### src/rtl/tcpop_pkg.sv
`timescale 1ns / 1ps

package tcpop_pkg;

  // option kinds
  localparam logic [7:0] KIND_EOL    = 8'd0;
  localparam logic [7:0] KIND_NOP    = 8'd1;
  localparam logic [7:0] KIND_MSS    = 8'd2;
  localparam logic [7:0] KIND_WSCALE = 8'd3;
  localparam logic [7:0] KIND_SACKOK = 8'd4;
  localparam logic [7:0] KIND_TSTAMP = 8'd8;

  // fixed lengths of known kinds
  localparam logic [7:0] LEN_MSS     = 8'd4;
  localparam logic [7:0] LEN_WSCALE  = 8'd3;
  localparam logic [7:0] LEN_TSTAMP  = 8'd10;
  localparam logic [7:0] LEN_SACKOK  = 8'd2;
  localparam logic [7:0] LEN_MIN     = 8'd2;

  // result status codes
  localparam logic [2:0] ST_OK       = 3'd0;
  localparam logic [2:0] ST_UNKNOWN  = 3'd1;
  localparam logic [2:0] ST_NOP      = 3'd2;
  localparam logic [2:0] ST_EOL      = 3'd3;
  localparam logic [2:0] ST_BADLEN   = 3'd4;
  localparam logic [2:0] ST_BADKNOWN = 3'd5;
  localparam logic [2:0] ST_AREA_END = 3'd6;

  typedef enum logic [3:0] {
    PH_KIND = 4'b0001,
    PH_LEN  = 4'b0010,
    PH_BODY = 4'b0100,
    PH_DONE = 4'b1000
  } phase_t;

  typedef struct packed {
    logic [7:0]  opt_kind;
    logic [2:0]  status;
    logic [7:0]  opt_length;
    logic [31:0] value_a;
    logic [31:0] value_b;
    logic [31:0] scale_multiplier;
    logic        area_end;
  } result_t;

endpackage

### src/rtl/tcp_option_parser.sv
`timescale 1ns / 1ps

// TCP option area parser. Feed the bytes of one option area in order, one per
// transaction, with in_last_byte set on the final byte. Each option is reported
// on the transaction that completes it (NOP, end of list, or a full option with
// MSS, window scale and multiplier, SACK permitted or timestamp decoded and
// length-checked; other kinds come back as unknown with their length). After
// end of list or a length below two the rest of the area is ignored. The final
// byte always yields a result with out_area_end set, which reports a cut-off
// option as area ended; the parser is then clean for the next area. One byte is
// accepted every cycle while out_ready stays high: the parse state updates from the
// incoming byte, and the result sits in one output register that is refilled
// in the same cycle it is taken, so each result is valid in the cycle after the
// byte that completes it is accepted.
module tcp_option_parser (
  input  logic        clk,
  input  logic        rst_n,
  input  logic        in_valid,
  output logic        in_ready,
  input  logic [7:0]  in_opt_byte,
  input  logic        in_last_byte,
  output logic        out_valid,
  input  logic        out_ready,
  output logic [7:0]  out_opt_kind,
  output logic [2:0]  out_status,
  output logic [7:0]  out_opt_length,
  output logic [31:0] out_value_a,
  output logic [31:0] out_value_b,
  output logic [31:0] out_scale_multiplier,
  output logic        out_area_end
);

  tcpop_pkg::phase_t  phase_r, phase_nxt;
  logic [7:0]         kind_r, kind_nxt;
  logic [7:0]         len_r, len_nxt;
  logic [7:0]         cnt_r, cnt_nxt;
  logic [31:0]        acc_a_r, acc_a_nxt;
  logic [31:0]        acc_b_r, acc_b_nxt;

  logic               out_valid_r;
  tcpop_pkg::result_t res_r;
  tcpop_pkg::result_t res;
  logic               have;
  logic               fin;
  logic               in_fire;

  assign in_ready = !out_valid_r || out_ready;
  assign in_fire  = in_valid && in_ready;

  always_comb begin
    phase_nxt = phase_r;
    kind_nxt  = kind_r;
    len_nxt   = len_r;
    cnt_nxt   = cnt_r;
    acc_a_nxt = acc_a_r;
    acc_b_nxt = acc_b_r;
    have      = 1'b0;
    fin       = 1'b0;
    res       = '0;

    unique case (phase_r)
      tcpop_pkg::PH_KIND: begin
        if (in_opt_byte == tcpop_pkg::KIND_EOL) begin
          have         = 1'b1;
          res.opt_kind = tcpop_pkg::KIND_EOL;
          res.status   = tcpop_pkg::ST_EOL;
          phase_nxt    = tcpop_pkg::PH_DONE;
        end else if (in_opt_byte == tcpop_pkg::KIND_NOP) begin
          have         = 1'b1;
          res.opt_kind = tcpop_pkg::KIND_NOP;
          res.status   = tcpop_pkg::ST_NOP;
        end else begin
          kind_nxt  = in_opt_byte;
          phase_nxt = tcpop_pkg::PH_LEN;
        end
      end
      tcpop_pkg::PH_LEN: begin
        len_nxt = in_opt_byte;
        if (in_opt_byte < tcpop_pkg::LEN_MIN) begin
          have           = 1'b1;
          res.opt_kind   = kind_r;
          res.status     = tcpop_pkg::ST_BADLEN;
          res.opt_length = in_opt_byte;
          phase_nxt      = tcpop_pkg::PH_DONE;
        end else begin
          cnt_nxt   = '0;
          acc_a_nxt = '0;
          acc_b_nxt = '0;
          if (in_opt_byte == tcpop_pkg::LEN_MIN) begin
            fin       = 1'b1;
            phase_nxt = tcpop_pkg::PH_KIND;
          end else begin
            phase_nxt = tcpop_pkg::PH_BODY;
          end
        end
      end
      tcpop_pkg::PH_BODY: begin
        // first four body bytes into the first word, next four into the second
        if (cnt_r < 8'd4) begin
          acc_a_nxt = {acc_a_r[23:0], in_opt_byte};
        end else if (cnt_r < 8'd8) begin
          acc_b_nxt = {acc_b_r[23:0], in_opt_byte};
        end
        cnt_nxt = cnt_r + 8'd1;
        if ({1'b0, cnt_nxt} + 9'd2 == {1'b0, len_r}) begin
          fin       = 1'b1;
          phase_nxt = tcpop_pkg::PH_KIND;
        end
      end
      tcpop_pkg::PH_DONE: begin
      end
      default: begin
        phase_nxt = tcpop_pkg::PH_DONE;
      end
    endcase

    if (fin) begin
      have           = 1'b1;
      res.opt_kind   = kind_nxt;
      res.opt_length = len_nxt;
      res.status     = tcpop_pkg::ST_OK;
      case (kind_nxt)
        tcpop_pkg::KIND_MSS: begin
          if (len_nxt == tcpop_pkg::LEN_MSS) begin
            res.value_a = {16'd0, acc_a_nxt[15:0]};
          end else begin
            res.status = tcpop_pkg::ST_BADKNOWN;
          end
        end
        tcpop_pkg::KIND_WSCALE: begin
          if (len_nxt == tcpop_pkg::LEN_WSCALE) begin
            res.value_a = {24'd0, acc_a_nxt[7:0]};
            if (acc_a_nxt[7:5] == 3'd0) begin
              res.scale_multiplier = 32'd1 << acc_a_nxt[4:0];
            end
          end else begin
            res.status = tcpop_pkg::ST_BADKNOWN;
          end
        end
        tcpop_pkg::KIND_SACKOK: begin
          if (len_nxt != tcpop_pkg::LEN_SACKOK) begin
            res.status = tcpop_pkg::ST_BADKNOWN;
          end
        end
        tcpop_pkg::KIND_TSTAMP: begin
          if (len_nxt == tcpop_pkg::LEN_TSTAMP) begin
            res.value_a = acc_a_nxt;
            res.value_b = acc_b_nxt;
          end else begin
            res.status = tcpop_pkg::ST_BADKNOWN;
          end
        end
        default: begin
          res.status = tcpop_pkg::ST_UNKNOWN;
        end
      endcase
    end

    if (in_last_byte) begin
      if (!have) begin
        have       = 1'b1;
        res        = '0;
        res.status = tcpop_pkg::ST_AREA_END;
        if (phase_nxt == tcpop_pkg::PH_LEN) begin
          res.opt_kind = kind_nxt;
        end else if (phase_nxt == tcpop_pkg::PH_BODY) begin
          res.opt_kind   = kind_nxt;
          res.opt_length = len_nxt;
        end
      end
      res.area_end = 1'b1;
      // start the next area clean
      phase_nxt = tcpop_pkg::PH_KIND;
      kind_nxt  = '0;
      len_nxt   = '0;
      cnt_nxt   = '0;
      acc_a_nxt = '0;
      acc_b_nxt = '0;
    end
  end

  always_ff @(posedge clk) begin
    if (!rst_n) begin
      phase_r <= tcpop_pkg::PH_KIND;
      kind_r  <= '0;
      len_r   <= '0;
      cnt_r   <= '0;
      acc_a_r <= '0;
      acc_b_r <= '0;
    end else if (in_fire) begin
      phase_r <= phase_nxt;
      kind_r  <= kind_nxt;
      len_r   <= len_nxt;
      cnt_r   <= cnt_nxt;
      acc_a_r <= acc_a_nxt;
      acc_b_r <= acc_b_nxt;
    end
  end

  always_ff @(posedge clk) begin
    if (!rst_n) begin
      out_valid_r <= 1'b0;
    end else if (in_fire) begin
      out_valid_r <= have;
    end else if (out_ready) begin
      out_valid_r <= 1'b0;
    end
  end

  // hold the payload until a new result replaces it
  always_ff @(posedge clk) begin
    if (in_fire && have) begin
      res_r <= res;
    end
  end

  assign out_valid            = out_valid_r;
  assign out_opt_kind         = res_r.opt_kind;
  assign out_status           = res_r.status;
  assign out_opt_length       = res_r.opt_length;
  assign out_value_a          = res_r.value_a;
  assign out_value_b          = res_r.value_b;
  assign out_scale_multiplier = res_r.scale_multiplier;
  assign out_area_end         = res_r.area_end;

`ifndef NO_ASSERTIONS
  a_last_gives_area_end: assert property (@(posedge clk) disable iff (!rst_n)
    in_fire && in_last_byte |=> out_valid_r && res_r.area_end)
    else $error("last byte did not produce an area end result");

  a_last_resets_phase: assert property (@(posedge clk) disable iff (!rst_n)
    in_fire && in_last_byte |=> phase_r == tcpop_pkg::PH_KIND)
    else $error("parse phase not back to kind after area end");

  a_body_not_overrun: assert property (@(posedge clk) disable iff (!rst_n)
    phase_r == tcpop_pkg::PH_BODY |-> {1'b0, cnt_r} + 9'd2 < {1'b0, len_r})
    else $error("body count ran past declared length");

  a_values_zero_on_error: assert property (@(posedge clk) disable iff (!rst_n)
    out_valid_r && res_r.status != tcpop_pkg::ST_OK
      |-> res_r.value_a == 32'd0 && res_r.value_b == 32'd0
          && res_r.scale_multiplier == 32'd0)
    else $error("nonzero values on a failed option");

  a_multiplier_onehot: assert property (@(posedge clk) disable iff (!rst_n)
    out_valid_r && res_r.opt_kind == tcpop_pkg::KIND_WSCALE
      && res_r.status == tcpop_pkg::ST_OK && res_r.value_a[7:5] == 3'd0
      |-> $onehot(res_r.scale_multiplier))
    else $error("window scale multiplier not a single bit");
`endif

endmodule

### config.mk
export PLATFORM = sky130hd
export DESIGN_NAME = tcp_option_parser
export DESIGN_NICKNAME = d
export VERILOG_FILES = /design/src/rtl/tcpop_pkg.sv /design/src/rtl/tcp_option_parser.sv
export SDC_FILE = /design/constraint.sdc
export NUM_CORES = 1
export LEC_CHECK = 0
export BUFFER_PORTS_ARGS = -buffer_cell sky130_fd_sc_hd__buf_2
export CAP_MARGIN = 20
export CORE_MARGIN = 4
export CORE_UTILIZATION = 39
export CTS_CLUSTER_SIZE = 30
export DETAILED_ROUTE_END_ITERATION = 10
export PLACE_DENSITY = 0.66
export SETUP_SLACK_MARGIN = 0.5
export SYNTH_ARGS = -nofsm -noshare
export SYNTH_HDL_FRONTEND = slang
export SYNTH_SLANG_ARGS = --single-unit
export TNS_END_PERCENT = 30
### constraint.sdc
create_clock -name clk -period 11.4 [get_ports clk]
set_input_delay 2.28 -clock clk [delete_from_list [all_inputs] [get_ports clk]]
set_output_delay 2.28 -clock clk [all_outputs]
set_load 0.005 [all_outputs]
==> results of run 1 <==
[worst max-delay path by stage]
stage | from | to | slack [ns] | cells after the start
floorplan | in_opt_byte[7] | out_area_end | 0.92 | 10
global placement | in_opt_byte[7] | out_value_a[14] | 5.76 | 9
detailed placement | in_opt_byte[7] | out_value_a[18] | 5.69 | 9
CTS | in_opt_byte[7] | out_value_b[13] | 6.21 | 9
global route | in_opt_byte[7] | out_value_a[24] | 6.03 | 8
finish | in_opt_byte[7] | out_value_b[12] | 6.17 | 9
[synth_stat cells, types with 4 or more instances]
cell type  number  area share, %
a21boi_0        6           0.47
a21o_1          4           0.31
a21oi_1        23            1.2
a22o_1          5           0.46
a22oi_1       136             11
a32o_1          6           0.63
and2_1         15           0.98
buf_1           4           0.16
buf_2          13           0.68
buf_6           4           0.47
clkbuf_1       50            2.0
dfxtp_1        93             19
edfxtp_1      116             36
inv_1           7           0.28
mux2i_1         8           0.84
nand2_1        52            2.0
nand2_2         6           0.39
nand2b_1        4           0.26
nand3_1        12           0.63
nor2_1        123            4.8
nor2b_1        78            5.1
nor3_1          7           0.37
nor3b_1         7           0.55
nor4_1          5           0.33
nor4b_1         4           0.37
o21ai_0        32            1.7
o21ai_1         6           0.31
or3_1           4           0.26
or4_1           4           0.31
xnor2_1         9           0.83
xor2_1          7           0.64
[registers in the layout (all words and copies together) (netlist names)]
signal and count:
out_area_end 1, out_valid 1, out_opt_length 8, cnt_r 8, out_status 3, len_r 8
out_scale_multiplier 32, out_value_b 32, acc_b_r 32, out_value_a 32, kind_r 8, phase_r 4
acc_a_r 32, out_opt_kind 8
[power by group through the flow]
stage / registers, mW / clock network, mW / logic, mW
after floorplan: 0.839 / 0 / 0.0571
after global placement: 0.836 / 0 / 0.0954
after detailed placement: 0.836 / 0 / 0.0955
after CTS: 0.820 / 0.763 / 0.0956
after global routing: 0.821 / 0.799 / 0.103
final: 0.820 / 0.747 / 0.0956
[worst reg2reg max path, stage by stage (launching register included)]
cell and delay (ns):
dfxtp_1 0.49, ha_1 0.50, xor2_1 0.20, ha_1 0.23, nand2_1 0.10, a2111oi_4 0.33, o21ai_1 0.13, o311ai_2 0.25
mux2i_1 0.14, or4_4 0.62, nand2_4 0.16, nor2_1 0.09, a21oi_4 0.15, buf_4 0.64
[area by class of cell]
cell class,count,area (um2),area share (%)
clock inverter,15,196.4,1.761
inverter,7,26.28,0.2355
sequential,209,5345,47.91
multi-input combinational,616,3880,34.78
timing repair buffer,143,748.2,6.706
clock buffer,25,561.8,5.035
tap,319,399.1,3.577
[layout by cell type, fill, tap and decap left out, drive strengths merged, types with 3 or more instances in the layout]
cell    netlist  routed
nand3        12      12
nor4          7       7
bufinv        0       4
a21o          4       4
a211o         3       3
and3          3       3
a32o          6       6
clkinv        0       9
and2         17      17
inv           7       8
a21oi        26      26
nor2b        79      79
or3           4       4
edfxtp      116     116
or4           5       5
o21ai        38      38
dfxtp        93      93
nand2b        4       4
a22oi       136     136
nor4b         7       7
nor3b         7       7
a22o          5       5
nand2        60      60
a31oi         3       3
nor2        123     123
nor3          7       7
xnor2         9       9
clkbuf       50      25
buf          23     143
mux2i         8       8
xor2          7       7
nand4b        3       3
a21boi        6       6
or4b          3       3
[metrics by stage]
| step | hold WS, ns | util [%] | area [um2] |
|---|---|---|---|
| after floorplan | 0.4789 | - | 9548 |
| after global placement | 0.5147 | 43.78 | 10400 |
| after detailed placement | 0.5227 | 43.78 | 10400 |
| after CTS | 0.5372 | 46.97 | 11160 |
| after global routing | 0.5596 | 46.97 | 11160 |
| final | 0.5341 | 46.97 | 11160 |
[layer usage]
layer / vias up / global-route usage [%] / share of wire [%]
met5: - / 0 / 0
met4: 0 / 4.877 / 2.4
met3: 45 / 2.421 / 6.3
met2: 253 / 28.52 / 48
met1: 3479 / 24.19 / 44
li1: 3517 / - / -
[kinds of logic after synthesis]
group           after synthesis  synth area share (%)
xor+xnor                     17                 1.704
compound gates              243                 18.43
flops                       209                 55.98
fa+ha+maj                     2                0.2620
mux                           8                0.8387
buf+inv                      80                 3.708
simple gates                346                 19.08
==> summary.txt, run 1 <==
run status: finished, final reports clean
Tmin final: 5.233 ns
buffers and inverters on the worst path: 2
Crit path arrival time: 5.37 ns
r2r endpoint: out_value_b[12]
FFs w/ async S/R, synth: 0%
total power: 1.663 mW
crit-path cells: buf_2, or3_1, or2_1, or3_1, or4_1, nand2_4, nor2_1, a21oi_4, buf_4
die height: 164.5 um
n_diodes: 0
Post-synth EDFFs: 116
Hold Path End: acc_b_r[25]
Post-Syn Nets: 920
P_int: 1.293 mW
drt pass-1 iters: 6
Post-CTS Repair Setup Buffers: 0
post-CTS sizing: 0
number of vias per cell: 5.468
register bit count reported by yosys: 209
number of max-cap violations: 0
kind of cell adding the most delay to the critical path: simple AND/OR/NAND/NOR gates
vias in the first global route: 6,743
startpoint type of the worst setup path: input port
total length of routed wires: 24.15 mm
global route overflow: 0
GP Congestion: 0.9458
gr usage total: 17.37%
most frequent CP cell: or3_1
# clock sinks: 209
synthesized area: 9548 um2
Max clock buf depth: 3
final worst-path cycle share: 45.90%
WS Path Type: in2reg
clk_lat worst skew: 0.52 ns
reg2reg start: cnt_r[0]
Max VDD drop: 0.09676 mV
Finished Layout Cells: 1,334
Root Driver: clkbuf_16
Synth Area per Inst: 10.55 um2
leakage power: 3.730 nW
relative slew slack: 31.39%
share of cells above drive strength 1: 20.20%
vias: 7,294
Cell Rows: 56
CP max FO: 63
nets@finish: 1,014
clock skew: 0.01373 ns
unrepaired setup endpoints after global routing: false
Worst path slowest cell: or4_1
Starting Density: 40.20%
H-tree depth: 1
Mapped Cells: 905
total CTS buffers: 22
FILL cells: 2,186
clock power share: 44.9%
worst slack at placement: 5.688 ns
Buffers on Ports: 130
WL/cell: 18.10 um
Min-Delay Path Depth: 2
Worst path max stage delay: 0.68 ns
pwr/cell area: 149.0 nW/um2
Ports: 131
placed insts: 1,294
HP Class: reg2reg
Routed Antenna Nets: 0
synth unique cells: 66
share of power burned in registers: 49.3%
Residual DRC: 0
Die Wd: 164.5 um
WP data required: 11.53 ns
area of the core: 23,750 um2
first-pass GRT wire length: 37.96 mm
Worst Max-Slew Pin Slew: 1.029 ns
# hold bufs at CTS: 0
# setup viols final: 0
reg2reg setup slack: 6.91 ns
synth warn: 0
post-synthesis sequential area ratio: 55.98%
Die Area: 27,050 um2
sw frac: 22.23%
Comb power frac: 5.8%
Syn-to-layout area delta: 16.85%
element type at the critical path end: flop
initial drt markers: 768
final worst slack: 6.167 ns
CTS clock-pin slew for the worst setup and hold paths: 0.06 ns
Worst Reg2Reg Path Length in Cells: 13
final hold violations: 0
CTS tree: done
NetSw: 0.3697 mW
Max Slew Vio Count: 0
maximum clock frequency: 191.1 MHz
HPWL after DPL: 15.94 mm
Synth Flop Type: edfxtp_1
setup TNS after final layout: 0 ns
HP Start: acc_b_r[25]
largest net degree at the start of global routing: 93
initial antenna violation count: 0
(Power assumes the default switching activity.)
==> run 2, diff against run 1 <==
--- a/config.mk
+++ b/config.mk
@@ -5,13 +5,14 @@
 export SDC_FILE = /design/constraint.sdc
 export NUM_CORES = 1
 export LEC_CHECK = 0
+export ABC_AREA = 1
 export BUFFER_PORTS_ARGS = -buffer_cell sky130_fd_sc_hd__buf_2
 export CAP_MARGIN = 20
 export CORE_MARGIN = 4
 export CORE_UTILIZATION = 39
 export CTS_CLUSTER_SIZE = 30
 export DETAILED_ROUTE_END_ITERATION = 10
-export PLACE_DENSITY = 0.66
+export PLACE_DENSITY = 0.68
 export SETUP_SLACK_MARGIN = 0.5
 export SYNTH_ARGS = -nofsm -noshare
 export SYNTH_HDL_FRONTEND = slang
==> constraint.sdc (replaced) <==
create_clock -name clk -period 4.7 [get_ports clk]
set_input_delay 0.94 -clock clk [delete_from_list [all_inputs] [get_ports clk]]
set_output_delay 0.94 -clock clk [all_outputs]
set_load 0.005 [all_outputs]
==> summary.txt, run 2 <==
Post-Syn Nets: 1,232
reg2reg setup slack: 1.08 ns
HPWL after DPL: 17.66 mm
FFs w/ async S/R, synth: 0%
startpoint type of the worst setup path: flop
initial drt markers: 807
clk_lat worst skew: 0.51 ns
drt pass-1 iters: 5
post-CTS sizing: 0
register bit count reported by yosys: 209
setup TNS after final layout: 0 ns
Max clock buf depth: 3
Worst path max stage delay: 0.51 ns
Post-synth EDFFs: 116
CP max FO: 64
Die Wd: 169.4 um
HP Class: reg2reg
clock skew: 0.01797 ns
final hold violations: 0
Cell Rows: 58
nets@finish: 1,344
wire length on met1: 11.81 mm
Post-CTS Repair Setup Buffers: 0
Critical Path Sink: out_opt_kind[0]
CTS tree: done
maximum clock frequency: 276.3 MHz
initial antenna violation count: 1
r2r endpoint: out_opt_kind[0]
# hold bufs at CTS: 0
Starting Density: 40.00%
Stages on worst setup path: 14
total CTS buffers: 23
GP Congestion: 0.9662
largest net degree at the start of global routing: 66
Buffers on Ports: 130
worst slack at placement: 0.8914 ns
gr usage total: 17.50%
number of vias per cell: 5.003
Synth Area per Inst: 8.349 um2
area of the core: 25,400 um2
element type at the critical path end: flop
post-synthesis sequential area ratio: 52.60%
leakage power: 4.225 nW
crit path from: cnt_r[0]
pwr/cell area: 352.1 nW/um2
commonest cells after routing, fill and taps aside: 305 x nand2_1, 161 x inv_1, 130 x buf_2, 116 x edfxtp_1
final worst-path cycle share: 76.99%
area share of the largest cell type after synthesis: 34.28%
vias: 8,385
global route overflow: 0
FILL cells: 2,448
synth warn: 0
WL met3: 1.656 mm
Ports: 131
leading area contributor after synthesis: edfxtp_1
number of max-cap violations: 0
met2 routed WL: 11.34 mm
most common cell in the synthesized netlist: nand2_1
H-tree depth: 1
Crit path arrival time: 3.79 ns
# clock sinks: 209
Die Area: 28,700 um2
Synth top cells by count: 306 x nand2_1, 163 x inv_1, 116 x edfxtp_1
WL/cell: 15.27 um
synth unique cells: 48
uppermost layer routed: met4
Root Driver: clkbuf_16
share of cells above drive strength 1: 20.45%
vias in the first global route: 7,896
reg2reg start: cnt_r[0]
Max VDD drop: 0.2159 mV
relative slew slack: 32.75%
Mapped Cells: 1,217
crit-path cells: ha_1, nand2_1, and2_1, ha_1, xnor2_1, nand3_1, a21oi_2, nand2_1, nor2_4, nand4_2, nand4_1, nand2_1, clkinvlp_4, buf_12
kind of cell adding the most delay to the critical path: simple AND/OR/NAND/NOR gates
Syn-to-layout area delta: 17.82%
# setup viols final: 0
Worst Reg2Reg Path Length in Cells: 14
CTS clock-pin slew for the worst setup and hold paths: 0.06 ns
Synth Flop Type: edfxtp_1
WS Path Type: reg2reg
synthesized area: 10,160 um2
buffers and inverters on the worst path: 2
largest cells by area after synthesis: edfxtp_1 34%, dfxtp_1 18%, nand2_1 11%
run status: finished, final reports clean
Residual DRC: 0
Worst path slowest cell: dfxtp_1
first-pass GRT wire length: 41.35 mm
unrepaired setup endpoints after global routing: false
Tmin final: 3.619 ns
WP data required: 4.87 ns
Routed Antenna Nets: 0
Worst Max-Slew Pin Slew: 1.001 ns
total length of routed wires: 25.59 mm
Max Slew Vio Count: 0
commonest non-fill, non-tap cell in the layout: nand2_1
most frequent CP cell: nand2_1
final worst slack: 1.081 ns
die height: 169.4 um
==> run 2: cell count changes in the layout (fill, tap and decap cells not counted), sizes merged, moves of 8 or more <==
cell | previous run | this run
nor2 | 123 | 145
a22oi | 136 | 7
o22ai | 1 | 57
and2 | 17 | 1
mux2i | 8 | 0
nand4 | 1 | 13
nand3 | 12 | 61
xnor2 | 9 | 1
inv | 8 | 170
a21oi | 26 | 105
nand2 | 60 | 327
nor2b | 79 | 0
==> run 2: cells by family (layout without fill, tap and decap cells) <==
group           after synthesis  after routing  synth area share [%]
fa+ha+maj                     2              2                0.2462
flops                       209            209                 52.60
compound gates              212            212                 11.87
other cells                   0              1                     0
xor+xnor                      3              3                0.2586
simple gates                559            559                 25.69
buf+inv                     232            360                 9.334
==> run 2: worst min-delay path, cell delays in order, from the launching register on <==
cell and delay (ns):
dfxtp_1 0.31, nand2_1 0.06, a21oi_1 0.05
==> run 2: routing by layer <==
layer	global-route usage, %	vias up
met2	27.40	293
met5	0	-
met1	24.91	3850
met3	3.075	53
li1	-	4189
met4	5.390	0
==> run 2: layout make-up <==
type                    instances  area, um2  share of cell area [%]
flip-flops and latches        209       5345                   44.65
multi-input cells             776       3880                   32.41
repair buffers                143      818.3                   6.835
clock buffers                  32      670.6                   5.602
inverters                     176      666.9                   5.571
well taps                     330      412.9                   3.449
clock inverters                 9      175.2                   1.463
diodes                          1      2.502                 0.02090
==> run 2: where the power goes <==
group / internal [mW] / switching [mW] / leakage [nW]
Combinational: 0.0677 / 0.177 / 1.94
Sequential: 1.97 / 0.0182 / 1.87
Clock: 1.27 / 0.716 / 0.416
==> run 2: per-stage QoR <==
stage | utilization, % | std cells | area [um2] | hold WS (ns) | power (mW)
after CTS | 47.01 | 1674 | 11940 | 0.4649 | 4.266
after global routing | 47.13 | 1676 | 11970 | 0.4784 | 4.380
after floorplan | - | 1217 | 10160 | 0.4453 | 2.171
after detailed placement | 43.68 | 1633 | 11100 | 0.4555 | 2.268
after global placement | 43.68 | 1633 | 11100 | 0.4516 | 2.268
final | 47.13 | 1676 | 11970 | 0.4635 | 4.215
==> run 2: worst min path at each step <==
stage                            from           to  slack [ns]  cells past startpoint
after floorplan            acc_a_r[0]   acc_a_r[0]        0.45                      2
after global routing       acc_a_r[5]   acc_a_r[5]        0.48                      2
after global placement     acc_b_r[2]   acc_b_r[2]        0.45                      2
after CTS                 acc_b_r[24]  acc_b_r[24]        0.46                      2
final                     acc_a_r[16]  acc_a_r[16]        0.46                      2
after detailed placement  acc_a_r[23]  acc_a_r[23]        0.46                      2
==> run 3, diff against run 2 <==
==> constraint.sdc (replaced) <==
create_clock -name clk -period 3.2 [get_ports clk]
set_input_delay 0.64 -clock clk [delete_from_list [all_inputs] [get_ports clk]]
set_output_delay 0.64 -clock clk [all_outputs]
set_load 0.005 [all_outputs]
==> summary.txt, run 3 (same netlist as run 2, synthesis figures left out) <==
GP Congestion: 0.9520
pwr/cell area: 475.3 nW/um2
WP data required: 3.58 ns
Worst path slowest cell: dfxtp_4
area of the core: 25,400 um2
initial drt markers: 1,001
total CTS buffers: 23
Stages on worst setup path: 18
clk_lat worst skew: 0.52 ns
unrepaired setup endpoints after global routing: true
die height: 169.4 um
FILL cells: 2,321
maximum clock frequency: 356.3 MHz
largest net degree at the start of global routing: 56
initial antenna violation count: 1
gr usage total: 19.15%
vias in the first global route: 8,424
# setup viols final: 0
CTS clock-pin slew for the worst setup and hold paths: 0.06 ns
Max clock buf depth: 3
global route overflow: 0
Max Slew Vio Count: 0
Die Wd: 169.4 um
final hold violations: 0
HPWL after DPL: 18.17 mm
CTS tree: done
commonest cells after routing, fill and taps aside: 297 x nand2_1, 160 x inv_1, 130 x buf_2, 116 x edfxtp_1, 103 x a21oi_1
WL/cell: 16.55 um
final worst-path cycle share: 87.71%
Max VDD drop: 0.3627 mV
total length of routed wires: 28.66 mm
# clock sinks: 209
vias: 8,875
Tmin final: 2.807 ns
crit-path cells: ha_4, inv_2, nand2_2, and2_4, ha_4, xnor2_2, nand3_1, a21oi_2, nand2_1, nor2_4, nand4_4, buf_6, nand2_8, inv_8, or2_4, buf_12, buf_16, nor2_4
CP max FO: 8
Worst Max-Slew Pin Slew: 0.6035 ns
final core utilization: 51.39%
Residual DRC: 0
relative slew slack: 59.77%
setup TNS after final layout: 0 ns
# hold bufs at CTS: 0
nets@finish: 1,399
H-tree depth: 1
Buffers on Ports: 130
share of cells above drive strength 1: 26.57%
Cell Rows: 58
element type at the critical path end: flop
Syn-to-layout area delta: 28.47%
buffers and inverters on the worst path: 5
Worst path max stage delay: 0.35 ns
Crit path arrival time: 3.19 ns
leakage power: 4.653 nW
run status: finished, final reports clean
Starting Density: 40.00%
drt pass-1 iters: 6
first-pass GRT wire length: 44.73 mm
footprint of the multi-input gates: 4146 um2
HP Class: in2reg
clock skew: 0.01283 ns
Die Area: 28,700 um2
kind of cell adding the most delay to the critical path: simple AND/OR/NAND/NOR gates
number of max-cap violations: 0
number of vias per cell: 5.127
Min-Delay Path Depth: 3
Root Driver: clkbuf_16
Routed Antenna Nets: 0
Ports: 131
WS Path Type: reg2reg
Worst Reg2Reg Path Length in Cells: 18
commonest non-fill, non-tap cell in the layout: nand2_1
startpoint type of the worst setup path: flop
register area: 5354 um2
## run 3: final cells by class
type / instances / share of cell area (%)
Antenna cell: 1 / 0.01917
Tap cell: 330 / 3.163
Sequential cell: 209 / 41.01
Clock buffer: 29 / 4.898
Inverter: 176 / 5.166
Clock inverter: 12 / 1.304
Timing Repair Buffer: 198 / 12.67
Multi-Input combinational cell: 776 / 31.76
## run 3: tightest hold or removal path: stages
cell and delay (ns):
buf_2 0.10, o211ai_1 0.08, inv_1 0.05
## run 3: report_power, final
part           internal (mW)  switching [mW]  leakage [nW]  total, mW
clock network           1.74            1.08         0.396       2.83
registers               2.89          0.0286          1.87       2.92
logic                  0.172           0.291          2.39      0.463
## run 3: timing repair
item                                   CTS  global route
gates resized for setup                 44            45
gates cloned                            12             2
setup endpoints to repair              197           231
pin swaps                               10            14
endpoints found under the hold margin    0             0
buffers inserted                        23             3
## run 3: final timing paths
kind,startpoint,slack [ns],end
worst max-delay path,cnt_r[1],0.39,out_value_a[24]
worst min-delay path,rst_n,0.40,cnt_r[0]
worst max register to register,cnt_r[1],0.39,out_value_a[24]
worst min register to register,acc_a_r[3],0.46,acc_a_r[3]
## run 3: layer usage
layer  share of wire, %  vias up  track usage (%)
li1                   -     4311                -
met1                 44     4133            26.80
met2                 45      357            30.31
met3                7.0       74            3.005
met4                3.7        0            6.860
met5                  0        -                0
## run 3: through the flow
stage | instances | worst slack (ns) | area, um2 | hold slack (ns) | total power, mW
floorplan | 1217 | -0.6153 | 10220 | 0.4453 | 3.188
global placement | 1649 | 0.1762 | 11270 | 0.4507 | 3.339
detailed placement | 1649 | 0.1546 | 11270 | 0.4552 | 3.340
CTS | 1725 | 0.4102 | 12770 | 0.3866 | 6.241
global route | 1731 | 0.2659 | 13050 | 0.4078 | 6.417
finish | 1731 | 0.3932 | 13050 | 0.3987 | 6.205
